==> src/rtl/core/kts_pkg.sv <==
// Shared types and codes for the keyed table with swap remove.
package kts_pkg;
    localparam int KEY_W    = 32;
    localparam int AMT_W    = 16;
    localparam int SLOT_W   = 6;
    localparam int COUNT_W  = 7;
    localparam int SUM_W    = 22;
    localparam int STATUS_W = 2;

    typedef enum logic [1:0] {
        OP_ADD    = 2'd0,
        OP_FIND   = 2'd1,
        OP_REMOVE = 2'd2,
        OP_CLEAR  = 2'd3
    } op_t;

    typedef enum logic [1:0] {
        ST_OK      = 2'd0,
        ST_FULL    = 2'd1,
        ST_MISSING = 2'd2
    } status_t;

    typedef enum logic [2:0] {
        S_IDLE,
        S_SCAN,
        S_LAST,
        S_DONE
    } state_t;

    // probe token traveling down the cell chain
    typedef struct packed {
        logic               active;
        logic               hit;
        logic [KEY_W-1:0]   key;
    } probe_t;
endpackage

==> src/rtl/core/kts_cell.sv <==
// One table cell: holds an entry, compares a passing probe key and forwards it.
module kts_cell (
    input  logic                     aclk,
    input  logic                     aresetn,
    input  logic                     wr_en,
    input  logic [kts_pkg::KEY_W-1:0] wr_key,
    input  logic [kts_pkg::AMT_W-1:0] wr_amount,
    input  logic                     in_use,
    input  kts_pkg::probe_t          probe_in,
    output kts_pkg::probe_t          probe_out,
    output logic                     match,
    output logic [kts_pkg::KEY_W-1:0] key_q,
    output logic [kts_pkg::AMT_W-1:0] amount_q
);
    import kts_pkg::*;

    logic [KEY_W-1:0] key_reg;
    logic [AMT_W-1:0] amount_reg;
    probe_t           probe_reg;

    always_ff @(posedge aclk) begin
        if (wr_en) begin
            key_reg    <= wr_key;
            amount_reg <= wr_amount;
        end
    end

    // match asserts in the cycle the probe sits at this in-use cell and first matches
    assign match = probe_in.active && !probe_in.hit && in_use && (probe_in.key == key_reg);

    always_ff @(posedge aclk) begin
        if (!aresetn) begin
            probe_reg <= '0;
        end else begin
            probe_reg.active <= probe_in.active;
            probe_reg.hit    <= probe_in.hit | match;
            probe_reg.key    <= probe_in.key;
        end
    end

    assign probe_out = probe_reg;
    assign key_q     = key_reg;
    assign amount_q  = amount_reg;
endmodule
==> config.mk <==
export PLATFORM = sky130hd
export DESIGN_NAME = kts_cell
export DESIGN_NICKNAME = d
export VERILOG_FILES = /design/src/rtl/core/kts_pkg.sv /design/src/rtl/core/kts_cell.sv
export SDC_FILE = /design/constraint.sdc
export NUM_CORES = 1
export LEC_CHECK = 0
export ABC_AREA = 1
export BUFFER_PORTS_ARGS = -buffer_cell sky130_fd_sc_hd__buf_2
export CORE_UTILIZATION = 25
export DETAILED_ROUTE_END_ITERATION = 8
export SLEW_MARGIN = 15
export SYNTH_ARGS = -nofsm -noshare
export SYNTH_HDL_FRONTEND = slang
export SYNTH_SLANG_ARGS = --single-unit
==> constraint.sdc <==
create_clock -name aclk -period 2.82 [get_ports aclk]
set_clock_uncertainty 0.15 [all_clocks]
set_input_delay 0.423 -clock aclk [delete_from_list [all_inputs] [get_ports aclk]]
set_output_delay 0.423 -clock aclk [all_outputs]
set_load 0.1 [all_outputs]
Word-level counts from Yosys, hierarchy flattened:

Index checks and enable logic that the tools add are counted.

* register bits after elaboration: 82
* input bits: 86
* output and inout bits: 83
* word-level logic and storage cells: 11

* eq/ne operators: 1
* bitwise operators: 1
* reduce and logical (&&, ||, !) cells: 4

Operator list (count)
* equality test 32 bit: 1
* logical AND 1 bit: 3
* logical NOT 1 bit: 1
* bitwise OR 1 bit: 1

Depth between registers and ports, before layout:

* depth in word-level cells: 5
* mapped depth: 9

Worst setup path after synthesis:

No wires, ideal clock.

* path type: register -> output
* from: register key_reg[10] (netlist: key_q[10])
* to: output port match
* arrival: 2.785 ns
* setup slack: -0.538 ns
* cell stages (with the launch flop): 8
* path buffers: 0
* cell sequence: edfxtp_1 or2_2 nand2_1 nor2_1 nand4_1 nor2_1 nand3_1 nor2_1

* word-level cells in the longest chain between the ends: 2

RTL lines
* from (decl): RTL line kts_cell.sv:17 `logic [KEY_W-1:0] key_reg;`
* from (signal assigned): RTL line kts_cell.sv:23 `key_reg <= wr_key;`
* equality test 32 bit: RTL line kts_cell.sv:29 `assign match = probe_in.active && !probe_in.hit && in_use && (probe_in.key == key_reg);`
* logical AND 1 bit: RTL line kts_cell.sv:29
* to (decl): RTL line kts_cell.sv:11 `output logic match,`

No other way between the ends.

Worst setup path after layout:

* from: register key_reg[8] (netlist: key_q[8])
* to: output port match

Same word-level chain as after synthesis.

==> flow_summary.toml <==
[synthesis]
synth_edf_count = 48
ys_seq_elements = 82
synth-warning-count = 0
synth_ff_type = "edfxtp_1"
synth_area_leaders = "edfxtp_1 (47%), dfxtp_1 (22%), nand2_1 (9.3%)"
syn_inst = 289
yosysTopAreaCellShare = 0.469
syn_nets = 375
synthArstFlopShare = 0
synthDistinctLibCells = 22
synth_area_leader_cell = "edfxtp_1"
seq_area_frac_synth = 0.691
synth_most_common_cell = "nand2_1"
syn_avg_cell_area_um2 = 10.6
syn_area_um2 = 3070
yosys-top-cells-count = "nand2_1 (76), inv_1 (57), edfxtp_1 (48)"

[clocking]
cts_max_level = 3
ctsResizeCount = 0
cts_buffers = 9
clock-sinks = 82
tritoncts = "done"
clk_latency_ps = 340
ctsHoldBuffers = 0
postCtsSetupRepairBufs = 0
clk_pin_slew_worst_paths_ps = 60
clock-root-buffer = "clkbuf_16"
clockBufferDepth = 2

[layout]
multiInputGateArea_um2 = 726
nFillCells = 1212
final_util = 0.368
seqCellArea_um2 = 2120
layout-area-overhead-vs-synth_pct = 43.8
nNetsFinal = 551
antenna_cells = 0
layout-drive-gt1-share = 0.401

[drt]
wirelength_um = 7890
drtIter0Drc = 135
post-route-drc-count = 0
num_vias = 2450
firstDrtPassIters = 4
ant_nets = 0
vias_per_cell = 3.98
wl_per_cell_um = 12.8

[run_status]
status = "finished clean"

[flow_run]
drv_cap = 0

[die]
fp.dieW_um = 113
coreArea_um2 = 12000
pin_count = 169
die_h_um = 113
rows = 40
die-area_um2 = 12700
initial_core_util = 0.256

[global_route]
overflow = 0
antenna_found_initial = 0
grt_pass1_wl_um = 12300
track_usage = 0.133
grt_pass1_vias = 2538
grt_max_degree = 35

[placed_design]
place_congestion = 0.749
place_ws_ps = 410
hpwl_um = 6250
portBuffers = 168

[setup_path]
criticalPathCategory = "flop to primary output"
cp_max_fo = 2
start_kind = "flop"
end_kind = "primary output"
required_ps = 2250
ff2ff_setup_slack_ps = 1330
worst-endpoint-arrival_ps = 2060

[timing]
tightest_slew_ps = 732
whs_ps = 104
max_freq_mhz = 380
fin_crit_ps = 2630
setup_tns_ps = 0
rsz0062_at_grt = "false"
setup_ws_ps = 191
finalHoldViolCount = 0
fin_crit_sh = 0.932
relSlewSlack = 0.512
finalSetupViolCount = 0
slew_violations = 0

[min_path]
hold_path_class = "primary input to flop"

[pwr]
p_per_area_nw_per_um2 = 799
p_leak_nw = 2.33
ir_drop_uv = 404
report_power, final:
group | internal, mW | switching [mW] | total, mW
clock network | 0.793 | 0.441 | 1.23
registers | 1.36 | 0.0371 | 1.39
logic | 0.151 | 0.749 | 0.900
total | 2.30 | 1.23 | 3.53
area by class of cell:
class,count,area share
multi-input cells,146,0.164
clock inverters,3,0.0147
well taps,147,0.0416
inverters,57,0.0484
repair buffers,169,0.195
clock buffers,12,0.0558
flip-flops and latches,82,0.480
flip-flops by register name, indices dropped and copies added, names as in the netlist:
name,count
key_q,32
amount_q,16
probe_out,34
layout by cell type, fill, tap and decap left out, types with 2 or more instances in the layout:
| cell type | instances |
|---|---|
| xor2_1 | 14 |
| nor3_1 | 2 |
| dfxtp_1 | 34 |
| inv_1 | 57 |
| bufinv_16 | 2 |
| or2_2 | 3 |
| nor2_1 | 26 |
| nand3_1 | 5 |
| nand3b_1 | 3 |
| clkbuf_16 | 9 |
| buf_2 | 168 |
| edfxtp_1 | 48 |
| clkbuf_1 | 2 |
| nand2_1 | 76 |
| nand4_1 | 2 |
| xnor2_1 | 6 |
cells by family after synthesis:
family,synth area share
AND/OR/NAND/NOR,0.160
flip-flops,0.691
buffers and inverters,0.0757
XOR/XNOR,0.0623
AO/OA/AOI/OAI,0.0118
worst paths after layout:
kind	depth (start not counted)	endpoint	from
min reg2reg	7	probe_out[32]$_SDFF_PN0_	key_q[15]$_DFFE_PP_
min	1	amount_q[7]$_DFFE_PP_	wr_amount[7]
max reg2reg	7	probe_out[32]$_SDFF_PN0_	key_q[8]$_DFFE_PP_
max	7	match	key_q[8]$_DFFE_PP_
critical path, cell delays in order (launching register included):
cell      delay, ps
edfxtp_1        410
xnor2_1         260
o21a_1          160
nand3b_1         80
nor2_1          110
nand3_1         150
nor2_4          110
buf_2           430
per-stage QoR:
stage | total power, mW | area (um2) | instances
floorplan | 2.12 | 3080 | 289
global placement | 2.32 | 4110 | 601
detailed placement | 2.33 | 4110 | 601
CTS | 3.58 | 4420 | 616
global route | 3.66 | 4420 | 616
finish | 3.53 | 4420 | 616
per-layer routing:
metal / vias up / track usage / part of all wire
met3: 12 / 0.0627 / 0.099
met4: 0 / 0.0535 / 0.017
met1: 1084 / 0.154 / 0.42
li1: 1235 / - / -
met2: 119 / 0.212 / 0.46
met5: - / 0 / 0
(Power assumes the default switching activity.)
